File: src/dotid_pkg.sv
// Shared types and constants for the dot island detector.
package dotid_pkg;

  // Configuration register indexes.
  localparam logic [2:0] REG_FRAME_WIDTH  = 3'd0;
  localparam logic [2:0] REG_FRAME_HEIGHT = 3'd1;
  localparam logic [2:0] REG_RADIUS_SQ    = 3'd2;
  localparam logic [2:0] REG_DETECT_EN    = 3'd3;
  localparam logic [2:0] REG_ISLAND_LIMIT = 3'd4;

  // Fixed field widths.
  localparam int DIM_W    = 13;
  localparam int RAD_W    = 26;
  localparam int LIMIT_W  = 6;
  localparam int SUM_W    = 36;
  localparam int JOIN_W   = 25;
  localparam int OUT_IDX_W = 5;
  localparam int OUT_CNT_W = 6;
  localparam int OUT_CRD_W = 12;
  localparam int DIV_STEP_W = 6;

  // Back end sequencer states.
  typedef enum logic [3:0] {
    B_IDLE,
    B_CHECK,
    B_RD,
    B_CMP,
    B_DIV,
    B_WR,
    B_OPEN,
    B_POST,
    B_EM_START,
    B_EM_RD,
    B_EM_LOAD,
    B_EM_EMPTY,
    B_FIN
  } back_state_t;

endpackage

File: src/dotid_queue.sv
// Two-entry queue between the front end and the back end.
module dotid_queue #(
  parameter int WIDTH = 26
) (
  input  logic             clk,
  input  logic             rst,
  input  logic             push,
  input  logic [WIDTH-1:0] push_data,
  output logic             full,
  input  logic             pop,
  output logic             not_empty,
  output logic [WIDTH-1:0] head
);
  import dotid_pkg::*;

  logic [WIDTH-1:0] slot [2];
  logic             rd_ptr;
  logic             wr_ptr;
  logic [1:0]       fill;

  assign full      = (fill == 2'd2);
  assign not_empty = (fill != 2'd0);
  assign head      = slot[rd_ptr];

  // Storage.
  always_ff @(posedge clk) begin
    if (push) slot[wr_ptr] <= push_data;
  end

  // Pointers and fill level.
  always_ff @(posedge clk) begin
    if (rst) begin
      rd_ptr <= 1'b0;
      wr_ptr <= 1'b0;
      fill   <= 2'd0;
    end else begin
      if (push) wr_ptr <= ~wr_ptr;
      if (pop) rd_ptr <= ~rd_ptr;
      if (push && !pop) fill <= fill + 2'd1;
      else if (pop && !push) fill <= fill - 2'd1;
    end
  end

endmodule

File: config.mk
export PLATFORM = sky130hd
export DESIGN_NAME = dotid_queue
export DESIGN_NICKNAME = d
export VERILOG_FILES = /design/src/dotid_pkg.sv /design/src/dotid_queue.sv
export SDC_FILE = /design/constraint.sdc
export NUM_CORES = 1
export LEC_CHECK = 0
export CORE_ASPECT_RATIO = 0.7
export CORE_MARGIN = 2
export CORE_UTILIZATION = 65
export DETAILED_ROUTE_END_ITERATION = 16
export DONT_BUFFER_PORTS = 1
export PLACE_DENSITY_LB_ADDON = 0.2
export SLEW_MARGIN = 15
export SYNTH_ARGS = -nofsm -noshare
export SYNTH_HDL_FRONTEND = slang
export SYNTH_SLANG_ARGS = --single-unit
File: constraint.sdc
create_clock -name clk -period 3.5 [get_ports clk]
set_input_delay 0.175 -clock clk [delete_from_list [all_inputs] [get_ports clk]]
set_output_delay 0.175 -clock clk [all_outputs]
set_load 0.02 [all_outputs]
==> flow_metrics.env <==
export IMPL_start_kind="register"
export IMPL_worstPathCellList="mux2_2"
export IMPL_rr_worst_depth=2
export IMPL_areaGrowthSynthToFinish_pct=24.10
export IMPL_leakagePower_nw=0.9012
export IMPL_drive_gt1_share_pct=29.17
export IMPL_grt_pass1_wl_mm=5.168
export IMPL_syn_avg_cell_area_um2=20.31
export IMPL_reg2reg_to="slot[0][15]"
export IMPL_rows=17
export IMPL_drc=0
export IMPL_max_vdd_ir_drop_v=0.0006071
export IMPL_synth_fp_nets=134
export IMPL_worst_pin_slew_ns=1.117
export IMPL_critical_path_depth=1
export IMPL_antenna_found_initial=0
export IMPL_postSynthCellCount=103
export IMPL_drt_wirelength_per_cell_um=19.54
export IMPL_status="complete, no violations"
export IMPL_min_path_type="in2reg"
export IMPL_pin_count=58
export IMPL_gp_congestion=0.6121
export IMPL_first_pass_iters=4
export IMPL_initial_core_util_pct=67.37
export IMPL_yosysWarnings=0
export IMPL_io_buffer_count=0
export IMPL_max_stage_delay_ns=1.06
export IMPL_setup_ws_ns=1.454
export IMPL_drtIter0Drc=49
export IMPL_cpMaxStageDelayCell="dfxtp_1"
export IMPL_setup_viol=0
export IMPL_slew_viol_final=0
export IMPL_cp_arrival_ns=1.87
export IMPL_die_y_um=51.47
export IMPL_die_x_um=71.81
export IMPL_routed_wl_mm=3.556
export IMPL_numCtsBuffers=9
export IMPL_n_fill_cell=149
export IMPL_min_from="push"
export IMPL_grt_ovfl_total=0
export IMPL_via_count=1045
export IMPL_skew_ns=0.004260
export IMPL_worstPathMaxFanout=26
export IMPL_crit_type="reg2out"
export IMPL_num_antenna_cells=0
export IMPL_cts_tree="built"
export IMPL_cp_end_kind="output port"
export IMPL_synth_cell_types=17
export IMPL_final_nets=170
export IMPL_cp_num_buf_inv=0
export IMPL_dieArea_mm2=0.003695
export IMPL_setup_tns_ns=0
export IMPL_viasPerCell=5.742
export IMPL_r2r_slack_ns=1.95
export IMPL_ys_ff_latch=57
export IMPL_htreeDepth=3
export IMPL_worstHoldEndpoint="wr_ptr"
export IMPL_dp_slack_ns=1.774
export IMPL_critical_path_top_delay_family="flip-flops"
export IMPL_grt_max_degree=27
export IMPL_ctsResizeCount=0
export IMPL_min_period_over_period_pct=58.46
export IMPL_fmax_mhz=488.7
export IMPL_worst_skew_pair_late_latency_ns=0.31
export IMPL_r2r_start="wr_ptr"
export IMPL_max_slew_margin_rel_pct=25.43
export IMPL_drv_cap=0
export IMPL_hold_path_depth=2
export IMPL_final_min_clock_period_ns=2.046
export IMPL_cts_buffer_depth=2
export IMPL_cts_sinks=57
export IMPL_first_global_vias=1094
export IMPL_critPathRequiredTime_ns=3.32
export IMPL_rsz0062_at_grt="false"
export IMPL_syn_area_mm2=0.002092
export IMPL_clk_pin_slew_ns=0.06
export IMPL_p_per_area_mw_per_mm2=621.5
export IMPL_synth_seq_area_share_pct=79.43
export IMPL_core_area_mm2=0.003105
export IMPL_cts_root_buf="clkbuf_8"
export IMPL_ant_nets=0
export IMPL_final_hold_viol_count=0
export IMPL_grt_total_usage_pct=20.54
## cell families after synthesis
| logic type | count (synthesis) | share of synthesized area (%) |
|---|---|---|
| xor gates and xnor gates | 4 | 1.675 |
| adders and majority gates | 1 | 0.5980 |
| AOI/OAI and AO/OA | 2 | 0.4780 |
| and+or+nand+nor | 9 | 2.333 |
| muxes | 26 | 14.00 |
| DFF | 57 | 79.43 |
| buffers and inverters | 4 | 1.495 |
## how the worst max path moves through the flow
stage               slack [ns]         end
floorplan                 1.58  slot[0][0]
global placement          1.79    head[20]
detailed placement        1.77     head[0]
CTS                       1.42     head[0]
global route              1.34    head[21]
finish                    1.45     head[2]
## metrics by stage
step	hold WS (ns)	cell area [um^2]	util, %	total power, mW	std cells
global placement	0.2448	2122	68.33	0.9616	139
floorplan	0.2441	2092	-	0.9502	103
global route	0.04044	2596	83.60	1.663	182
CTS	0.01388	2595	83.56	1.613	182
finish	0.04542	2596	83.60	1.614	182
detailed placement	0.2508	2122	68.33	0.9692	139
## power breakdown
group / switching (mW) / internal (mW) / leakage, nW
sequential: 0.0253 / 0.792 / 0.530
combinational: 0.0992 / 0.0691 / 0.272
clock: 0.231 / 0.397 / 0.0997
total: 0.355 / 1.26 / 0.901
## synth_stat cells, drive strengths merged
cell type	number	area, um^2
mux2	26	292.8
edfxtp	52	1562
nor2	4	15.01
or3	1	6.260
and2b	1	8.760
o21ai	1	5.000
nor2b	1	6.260
dfxtp	5	100.1
xnor2	2	17.52
inv	1	3.750
buf	3	27.52
or2	1	6.260
and2	1	6.260
ha	1	12.51
a21oi	1	5.000
xor2	2	17.52
## state kept, by name, summed over array words and instances (netlist names), named ones only
signal / cells
slot: 52
rd_ptr: 1
fill: 2
wr_ptr: 1
## area by class of cell
cell class / instances / area [um^2] / area share, %
Clock buffer: 12 / 135.1 / 5.205
Clock inverter: 4 / 67.56 / 2.602
Inverter: 1 / 3.754 / 0.1446
Multi-Input combinational cell: 42 / 402.9 / 15.52
Timing Repair Buffer: 28 / 277.8 / 10.70
Tap cell: 38 / 47.55 / 1.831
Sequential cell: 57 / 1662 / 64.00
## layout by cell type (no fill, tap or decap)
cell,n
a21oi_1,1
and2_2,1
and2b_2,1
buf_4,1
bufinv_16,2
clkbuf_1,3
clkbuf_8,9
clkinv_1,2
dfxtp_1,5
dlygate4sd3_1,27
edfxtp_1,52
ha_1,1
inv_1,1
mux2_2,26
nor2_1,4
nor2b_2,1
o21ai_0,1
or2_2,1
or3_1,1
xnor2_1,2
xor2_1,2
## per-layer routing
layer	up-vias	global-route usage [%]	wire, um
met3	2	9.862	255
met2	42	35.49	1927
met4	0	8.176	14
met5	-	0	0
met1	534	21.85	1358
li1	467	-	-
## timing repair
item,in CTS,in global routing
endpoints found under the setup margin,0,0
buffers inserted,0,0
hold buffers,27,0
endpoints found under the hold margin,57,0
No activity file was read; power rests on OpenSTA's default activity.
