`config.mk`:
```
export PLATFORM = sky130hd
export DESIGN_NAME = dotid_front
export DESIGN_NICKNAME = d
export VERILOG_FILES = /design/src/dotid_pkg.sv /design/src/dotid_front.sv
export SDC_FILE = /design/constraint.sdc
export NUM_CORES = 1
export LEC_CHECK = 0
export BUFFER_PORTS_ARGS = -buffer_cell sky130_fd_sc_hd__buf_2
export CORE_UTILIZATION = 30
export CTS_CLUSTER_DIAMETER = 60
export CTS_CLUSTER_SIZE = 24
export DETAILED_ROUTE_END_ITERATION = 16
export GPL_ROUTABILITY_DRIVEN = 0
export HOLD_SLACK_MARGIN = 0.15
export PLACE_DENSITY = 0.55
export SLEW_MARGIN = 20
export SYNTH_ARGS = -nofsm -noshare
export SYNTH_HDL_FRONTEND = slang
export SYNTH_SLANG_ARGS = --single-unit
```
`constraint.sdc`:
```
create_clock -name clk -period 5.2 [get_ports clk]
set_clock_uncertainty 0.05 [all_clocks]
set_input_delay 1.04 -clock clk [delete_from_list [all_inputs] [get_ports clk]]
set_output_delay 1.04 -clock clk [all_outputs]
set_load 0.05 [all_outputs]
```
`src/dotid_pkg.sv`:
```
// Shared types and constants for the dot island detector.
package dotid_pkg;

  // Configuration register indexes.
  localparam logic [2:0] REG_FRAME_WIDTH  = 3'd0;
  localparam logic [2:0] REG_FRAME_HEIGHT = 3'd1;
  localparam logic [2:0] REG_RADIUS_SQ    = 3'd2;
  localparam logic [2:0] REG_DETECT_EN    = 3'd3;
  localparam logic [2:0] REG_ISLAND_LIMIT = 3'd4;

  // Fixed field widths.
  localparam int DIM_W    = 13;
  localparam int RAD_W    = 26;
  localparam int LIMIT_W  = 6;
  localparam int SUM_W    = 36;
  localparam int JOIN_W   = 25;
  localparam int OUT_IDX_W = 5;
  localparam int OUT_CNT_W = 6;
  localparam int OUT_CRD_W = 12;
  localparam int DIV_STEP_W = 6;

  // Back end sequencer states.
  typedef enum logic [3:0] {
    B_IDLE,
    B_CHECK,
    B_RD,
    B_CMP,
    B_DIV,
    B_WR,
    B_OPEN,
    B_POST,
    B_EM_START,
    B_EM_RD,
    B_EM_LOAD,
    B_EM_EMPTY,
    B_FIN
  } back_state_t;

endpackage

```
`src/dotid_front.sv`:
```
// Front end: raster counters and classification of incoming pixels.
module dotid_front #(
  parameter int COORD_BITS = 12
) (
  input  logic                        clk,
  input  logic                        rst,
  input  logic                        in_valid,
  output logic                        in_stall,
  input  logic [7:0]                  pixel,
  input  logic [dotid_pkg::DIM_W-1:0] frame_width,
  input  logic [dotid_pkg::DIM_W-1:0] frame_height,
  input  logic                        detect_enable,
  input  logic                        q_full,
  output logic                        q_push,
  output logic [2*COORD_BITS+1:0]     q_entry
);
  import dotid_pkg::*;

  localparam int DW = (COORD_BITS + 1 > DIM_W) ? COORD_BITS + 1 : DIM_W;
  localparam int DIM_MAX = 1 << COORD_BITS;

  logic [COORD_BITS-1:0] column;
  logic [COORD_BITS-1:0] row;
  logic [DW-1:0]         wc;
  logic [DW-1:0]         hc;
  logic                  row_end;
  logic                  frame_end;
  logic                  fg;
  logic                  accept;

  // Clamp the frame size into the coordinate range.
  always_comb begin
    if (frame_width == '0) wc = DW'(1);
    else if (DW'(frame_width) > DW'(DIM_MAX)) wc = DW'(DIM_MAX);
    else wc = DW'(frame_width);
    if (frame_height == '0) hc = DW'(1);
    else if (DW'(frame_height) > DW'(DIM_MAX)) hc = DW'(DIM_MAX);
    else hc = DW'(frame_height);
  end

  assign accept    = in_valid && !q_full;
  assign in_stall  = q_full;
  assign row_end   = (DW'(column) + DW'(1)) >= wc;
  assign frame_end = row_end && ((DW'(row) + DW'(1)) >= hc);
  assign fg        = (pixel != 8'd0) && detect_enable;

  // Only foreground pixels and frame ends need work in the back end.
  assign q_push  = accept && (fg || frame_end);
  assign q_entry = {frame_end, fg, row, column};

  // Raster position counters.
  always_ff @(posedge clk) begin
    if (rst) begin
      column <= '0;
      row    <= '0;
    end else if (accept) begin
      if (row_end) begin
        column <= '0;
        row    <= frame_end ? '0 : row + 1'b1;
      end else begin
        column <= column + 1'b1;
      end
    end
  end

endmodule

```
==> metrics.txt, run 1 <==
Worst path depth=14; ordered cell list for the critical path=ha_1 > and3_1 > nor2b_1 > and3_1 > and3_1 > xnor2_1 > ha_1 > nand4_1 > nor3_1 > or4_4 > a21oi_2 > nor2_1 > o21a_1 > buf_2; CTS sink count=24; Reg area=480.5 sq um; remaining antenna violation count after routing=0; CP Capture Type=output port; post-synthesis adder-cell area fraction=16.11%; GRT overflow=0; Synth Area in Compound Gates=22.44%; Crit path largest cell delay=slightly above 500 ps; cell count after synthesis=281; area occupied by multi-input gates=0.001608 sq mm; final cycle utilization of the critical path=a little over 90%; fraction of registers with async set/reset=0%; CP required=between 4000 and 5000 ps; post-CTS setup buffers=0; Layout Cells excl Fill=around 440; area share of the leading cell type in the synthesized netlist=approximately 22%; critical path type=flip-flop to output port; GR Util All Layers=between 10% and 20%; xor/xnor share of the synthesized area=under 10%; Initial Util=between 30% and 40%; largest net degree at the start of global routing=13; Net Count, Synth=348; Most Frequent Cell on Critical Path=and3_1; fill count=773; # nets final=410; largest family of logic cells by synthesized area=simple AND/OR/NAND/NOR gates; Place WS=about 610 ps; hold crit path type=flip-flop to flip-flop; post-synthesis sequential element count=24; Final Worst Setup Slack=between 400 and 500 ps; PortBufs=66; setup tns final=0 ps; die width=87.14 microns; Synth Flop Type=dfxtp_1; Pwr Density=roughly 140 mW/mm^2; Hold-fix buffers, CTS=0; crit path DAT=~3700 ps; n_diodes=0; post-DR vias/cell=~5; Seq/Total Area, Yosys=between 20% and 30%; Yosys cell types=45; TritonCTS buffer count=3; Final setup viols=0; HPWL Detailed=between 4000 and 5000 microns; maximum vdd ir drop=between 0.00006 and 0.00007 V; IO Count=between 60 and 70; leakage=~1.3 nW; r2r startpoint=row[0]; Post-synth EDFFs=0; RSZ-0062 raised after global routing=false; Hold WS=around 440 ps; CP startpoint=row[0]; CP bufs+invs=1; CP top delay family=simple AND/OR/NAND/NOR gates; top post-synthesis cells by count=nand2_1, ha_1, dfxtp_1; 1st-iter DRT viols=52; core area=about 0.007 sq mm; vias in the first global route=1962; Clk Latency, worst-skew pair=approximately 260 ps; Cell Rows=30; buffer depth of the longest clock path=2; Least-Margin Pin Slew=approximately 850 ps; final core occ=37.90%; Remaining DRCs=0; CP Max Fanout=6; Slew HR=between 40 and 50%; Peak Freq=208.8 MHz; DR WL/cell=about 12 microns; Root Driver=clkbuf_8; max_cap viols=0; TritonRoute pass-1 iters=4; YS warnings=0; CP endpoint=q_push; Reg clk slew, reported paths=80 ps; startpoint types=flip-flop; initial antenna violation count=0; Die Height=about 87 microns; layout cells sized above 1=around 25%; post-synthesis mux area share=0%; post-layout instance area=0.002618 sq mm; register-to-register path setup slack=1250 ps; die area=0.007593 sq mm; status=finished, final reports clean; # placed instances=434; CTS tree=built; Synth Area in Simple Gates=just under 30%; worst r2r path cells=13; first-pass GRT wire length=between 8000 and 9000 microns; H-tree depth=1; synthesized area per cell=between 7 and 8 sq um; area leader, netlist=dfxtp_1; final hold viol count=0; routed vias=around 2.2k; top cells by area, synth=dfxtp_1, ha_1, nand2_1; Mapped Area=0.002175 sq mm; Slew Viols, Final=0; Area Growth Syn to Fin=20.37%; RR Endpoint=row[10]; Area after DPL=approximately 0.0026 sq mm; slowest CP cell=or4_4; total power=0.3688 mW; total wire length=5402 microns; post-CTS sizing=0; crit path time final=between 4000 and 5000 ps; count leader, synth=nand2_1
[power breakdown]
group,leakage [nW],switching (mW),internal (mW)
logic,1.07,0.0454,0.0287
clock network,0.0216,0.0569,0.0517
registers,0.193,0.00152,0.185
[flip-flops by register name, indices dropped and copies added, names as in the netlist]
signal / flops
column: 12
row: 12
[how the worst min path moves through the flow]
stage / start / cells after the start / endpoint
2_1_floorplan: column[1] / 2 / column[1]
3_3_place_gp: column[1] / 2 / column[1]
3_5_place_dp: column[1] / 2 / column[1]
4_1_cts: column[1] / 2 / column[1]
5_1_grt: column[1] / 2 / column[1]
6_report: column[1] / 2 / column[1]
[worst register-to-register path, delay by kind of cell, from the launching register on]
kind	cells	cell delay, ps
flip-flops	1	440
AND/OR/NAND/NOR	7	1660
XOR/XNOR	1	140
AO/OA/AOI/OAI	3	1050
adder cells (fa/ha/maj)	2	550
[layout make-up]
class	instances	area share (%)
Multi-Input combinational cell	239	61.42
Sequential cell	24	18.36
Timing Repair Buffer	67	12.91
Tap cell	96	4.589
Clock buffer	3	1.577
Inverter	8	1.147
[kinds of logic after synthesis]
group           Yosys count
compound gates           67
xor+xnor                 14
fa+ha+maj                28
buf+inv                  18
flops                    24
simple gates            130
[layout by cell type (no fill, tap or decap), types with 8 or more instances in the layout]
cell type and n:
ha_1 28, buf_2 66, nor3_1 8, a21oi_1 18
inv_1 8, nand3_1 15, nand2_1 53, xnor2_1 9
dfxtp_1 24, nand2b_1 14, and3_1 10, nor2_1 10
[per-layer routing]
metal	routed length [microns]	global-route usage, %
met1	2750	19.46
met2	2324	24.05
met3	306	2.749
met4	20	2.683
met5	0	0
Power figures use the tool's default switching activity.
==> run 2: changes to the inputs <==
Settings changed: CORE_MARGIN from default to 2.
==> run 2 against run 1 <==
Via count grew 1.9%. First-iteration DRC count grew 31%. Setup slack gained 26 ps. Critical endpoint unchanged. Highest routed layer unchanged.
==> metrics.txt, run 2 (synthesis results as in run 1) <==
IO Count=between 60 and 70; hold crit path type=flip-flop to flip-flop; critical path type=flip-flop to output port; CP Max Fanout=6; HPWL Detailed=between 4000 and 5000 microns; fill count=slightly below 800; final hold viol count=0; Reg clk slew, reported paths=around 80 ps; Root Driver=clkbuf_8; CTS tree=built; # nets final=between 400 and 500; post-CTS sizing=0; Die Height=89.14 microns; startpoint types=flip-flop; most frequent cells in the layout=buf_2, nand2_1, ha_1, dfxtp_1, a21oi_1; routed vias=between 2k and 2.5k; n_diodes=0; Least-Margin Pin Slew=881.1 ps; maximum vdd ir drop=between 0.00007 and 0.00008 V; Pwr Density=141.2 mW/mm^2; Remaining DRCs=0; biggest regs=column (12), row (12); Clk Latency, worst-skew pair=260 ps; vias in the first global route=roughly 2k; first-pass GRT wire length=between 9000 and 10000 microns; final cycle utilization of the critical path=91.62%; remaining antenna violation count after routing=0; Peak Freq=209.9 MHz; max_cap viols=0; buffer depth of the longest clock path=2; CP required=about 4000 ps; total wire length=around 5600 microns; core area=just over 0.007 sq mm; total power=between 0.3 and 0.4 mW; die area=around 0.0079 sq mm; die width=around 89 microns; PortBufs=66; setup tns final=0 ps; status=finished, final reports clean; Area after DPL=~0.0026 sq mm; Final setup viols=0; post-CTS setup buffers=0; crit path DAT=3670 ps; TritonRoute pass-1 iters=4; GRT overflow=0; largest net degree at the start of global routing=13; layout cells sized above 1=25.66%; Slew HR=around two fifths; leakage=roughly 1.3 nW; initial antenna violation count=0; Cell Rows=31; RSZ-0062 raised after global routing=false; CP Capture Type=output port; CTS sink count=24; crit path time final=4764 ps; post-DR vias/cell=around 5.0; 1st-iter DRT viols=68; Hold-fix buffers, CTS=0; TritonCTS buffer count=3; Initial Util=between 30% and 40%; GR Util All Layers=roughly 14%; Area Growth Syn to Fin=21.23%; H-tree depth=1; post-layout instance area=between 0.002 and 0.003 sq mm; DR WL/cell=~13 microns; Slew Viols, Final=0; most common cell after layout, fill and taps aside=buf_2
## run 2: final timing paths
kind / start / slack [ps] / to / depth (start not counted)
min: column[1] / 440 / column[1] / 2
min reg2reg: column[1] / 440 / column[1] / 2
max: row[0] / 440 / q_push / 14
max reg2reg: row[0] / 1250 / row[10] / 13
## run 2: report_power, final
| part | total [mW] | leakage, nW | internal, mW | switching, mW |
|---|---|---|---|---|
| clock network | 0.111 | 0.0216 | 0.0518 | 0.0590 |
| registers | 0.186 | 0.193 | 0.185 | 0.00153 |
| logic | 0.0753 | 1.08 | 0.0294 | 0.0459 |
## run 2: layer usage
layer	global-route usage, %	routed length [microns]	up-vias
met5	0	0	-
met4	2.714	12	0
met3	2.401	312	2
met2	24.24	2471	65
met1	19.44	2841	986
li1	-	-	1146
## run 2: final cells by class
| cell class | instances | area [sq um] | share of cell area [%] |
|---|---|---|---|
| tap | 99 | 123.9 | 4.699 |
| sequential | 24 | 480.5 | 18.22 |
| inverter | 8 | 30.03 | 1.139 |
| multi-input combinational | 239 | 1608 | 60.99 |
| timing repair buffer | 69 | 352.8 | 13.38 |
| clock buffer | 3 | 41.29 | 1.566 |
## run 2: worst max-delay path, stage by stage (launching register included)
cell	delay, ps
dfxtp_1	450
ha_1	290
and3_1	200
nor2b_1	230
and3_1	250
and3_1	230
xnor2_1	140
ha_1	270
nand4_1	140
nor3_1	80
or4_4	510
a21oi_2	170
nor2_1	80
o21a_1	190
buf_2	200
## run 2: through the flow
| stage | utilization [%] | hold WS (ps) | worst slack, ps | std cells |
|---|---|---|---|---|
| final | 36.94 | 442.3 | 435.9 | 442 |
| after global routing | 36.94 | 464.4 | 149.6 | 442 |
| after CTS | 36.94 | 444.6 | 440.7 | 442 |
| after detailed placement | 36.36 | 432.2 | 770.8 | 439 |
| after global placement | 36.36 | 421.6 | 833.2 | 439 |
| after floorplan | - | 640.6 | 634.5 | 281 |
==> run 3: changes to the inputs <==
Clock period 5.2 ns to 5.05 ns, I/O delays scaled along.
==> run 3 against run 2 <==
Non-clock buffer count did not move. Register-to-register slack got worse by 160 ps. Sequential cell count unchanged. Worst hold slack worse by 0.94 ps. First-iteration DRC count up 38%. Global-route usage increased by 0.29 points. Clock power about the same. Total power up 2.9%. Critical endpoint unchanged. Largest power group unchanged. Highest routed layer unchanged.
==> metrics.txt, run 3 (synthesis results as in run 1) <==
crit path time final=4724 ps; Final setup viols=0; largest net degree at the start of global routing=13; CP Capture Type=output port; Final Worst Setup Slack=325.5 ps; CP top delay family=simple AND/OR/NAND/NOR gates; 1st-iter DRT viols=94; Place WS=between 600 and 700 ps; final cycle utilization of the critical path=between 90 and 100%; post-CTS sizing=0; RSZ-0062 raised after global routing=false; Hold WS=between 400 and 500 ps; post-CTS setup buffers=0; vias in the first global route=~2k; most common cell after layout, fill and taps aside=buf_2; total wire length=between 5000 and 6000 microns; Least-Margin Pin Slew=approximately 910 ps; Pwr Density=~150 mW/mm^2; setup tns final=0 ps; Die Height=roughly 90 microns; CTS sink count=24; startpoint types=flip-flop; status=finished, final reports clean; Hold-fix buffers, CTS=0; leakage=around 1.3 nW; final core occ=36.94%; die width=89.14 microns; H-tree depth=1; HPWL Detailed=about 4700 microns; core area=between 0.007 and 0.008 sq mm; Remaining DRCs=0; DR WL/cell=roughly 13 microns; Area Growth Syn to Fin=21.23%; met2 WL=between 2000 and 3000 microns; maximum vdd ir drop=between 0.00007 and 0.00008 V; ordered cell list for the critical path=ha_1 > and3_1 > nor2b_1 > and3_1 > and3_1 > xnor2_1 > ha_1 > nand4_1 > nor3_1 > or4_4 > a21oi_2 > nor2_1 > o21a_1 > buf_2; TritonRoute pass-1 iters=4; IO Count=67; CP Max Fanout=6; # nets final=between 400 and 500; hold crit path type=flip-flop to flip-flop; biggest regs=column (12), row (12); remaining antenna violation count after routing=0; Peak Freq=between 200 and 250 MHz; Root Driver=clkbuf_8; GRT overflow=0; Most Frequent Cell on Critical Path=and3_1; routed wire length on met3=~310 microns; post-layout instance area=roughly 0.0026 sq mm; n_diodes=0; layout cells sized above 1=between 20 and 30%; first-pass GRT wire length=between 9000 and 10000 microns; Clk Latency, worst-skew pair=260 ps; GR Util All Layers=around 15%; CP required=about 4000 ps; CP bufs+invs=1; Initial Util=slightly above 30%; Cell Rows=31; Crit path largest cell delay=510 ps; critical path type=flip-flop to output port; buffer depth of the longest clock path=2; post-DR vias/cell=roughly 5; Area after DPL=0.002595 sq mm; crit path DAT=between 3000 and 4000 ps; routed vias=2199; met1 WL=about 2800 microns; most frequent cells in the layout=buf_2, nand2_1, ha_1, dfxtp_1, a21oi_1; final hold viol count=0; Slew Viols, Final=0; slowest CP cell=or4_4; Reg clk slew, reported paths=approximately 90 ps; register-to-register path setup slack=between 1000 and 1500 ps; initial antenna violation count=0; CTS tree=built; TritonCTS buffer count=3; highest metal used=met4; max_cap viols=0; Slew HR=around two fifths; PortBufs=66; die area=0.007946 sq mm
## run 3: cell counts in the layout (fill, tap and decap cells not counted)
Identical to the previous run, type by type.
## run 3: through the flow
| stage | instances | total power, mW |
|---|---|---|
| 6_report | 442 | 0.3831 |
| 3_5_place_dp | 439 | 0.2738 |
| 2_1_floorplan | 281 | 0.2444 |
| 4_1_cts | 442 | 0.3883 |
| 3_3_place_gp | 439 | 0.2728 |
| 5_1_grt | 442 | 0.4071 |
## run 3: worst min-delay path, stage by stage, from the launching register on
cell     delay, ps
dfxtp_1        340
nand2_1         60
a21oi_1         50
## run 3: path summary, 6_finish.rpt
path              from         to  cells after the start
min reg2reg  column[1]  column[1]                      2
max reg2reg     row[0]    row[10]                     13
max             row[0]     q_push                     14
min          column[1]  column[1]                      2
## run 3: cell type report
cell class	instances	area (sq um)
clock buffers	3	41.29
repair buffers	69	352.8
multi-input cells	239	1608
well taps	99	123.9
flip-flops and latches	24	480.5
fillers	811	4501
inverters	8	30.03
## run 3: power breakdown
group          leakage (nW)  internal [mW]  switching [mW]
clock network        0.0216         0.0533          0.0605
logic                  1.08         0.0303          0.0474
registers             0.193          0.190         0.00156
## run 3: metal layers
layer	track usage, %	vias up
met1	19.97	994
met5	0	-
met4	3.664	0
met3	2.216	4
met2	24.31	58
li1	-	1143
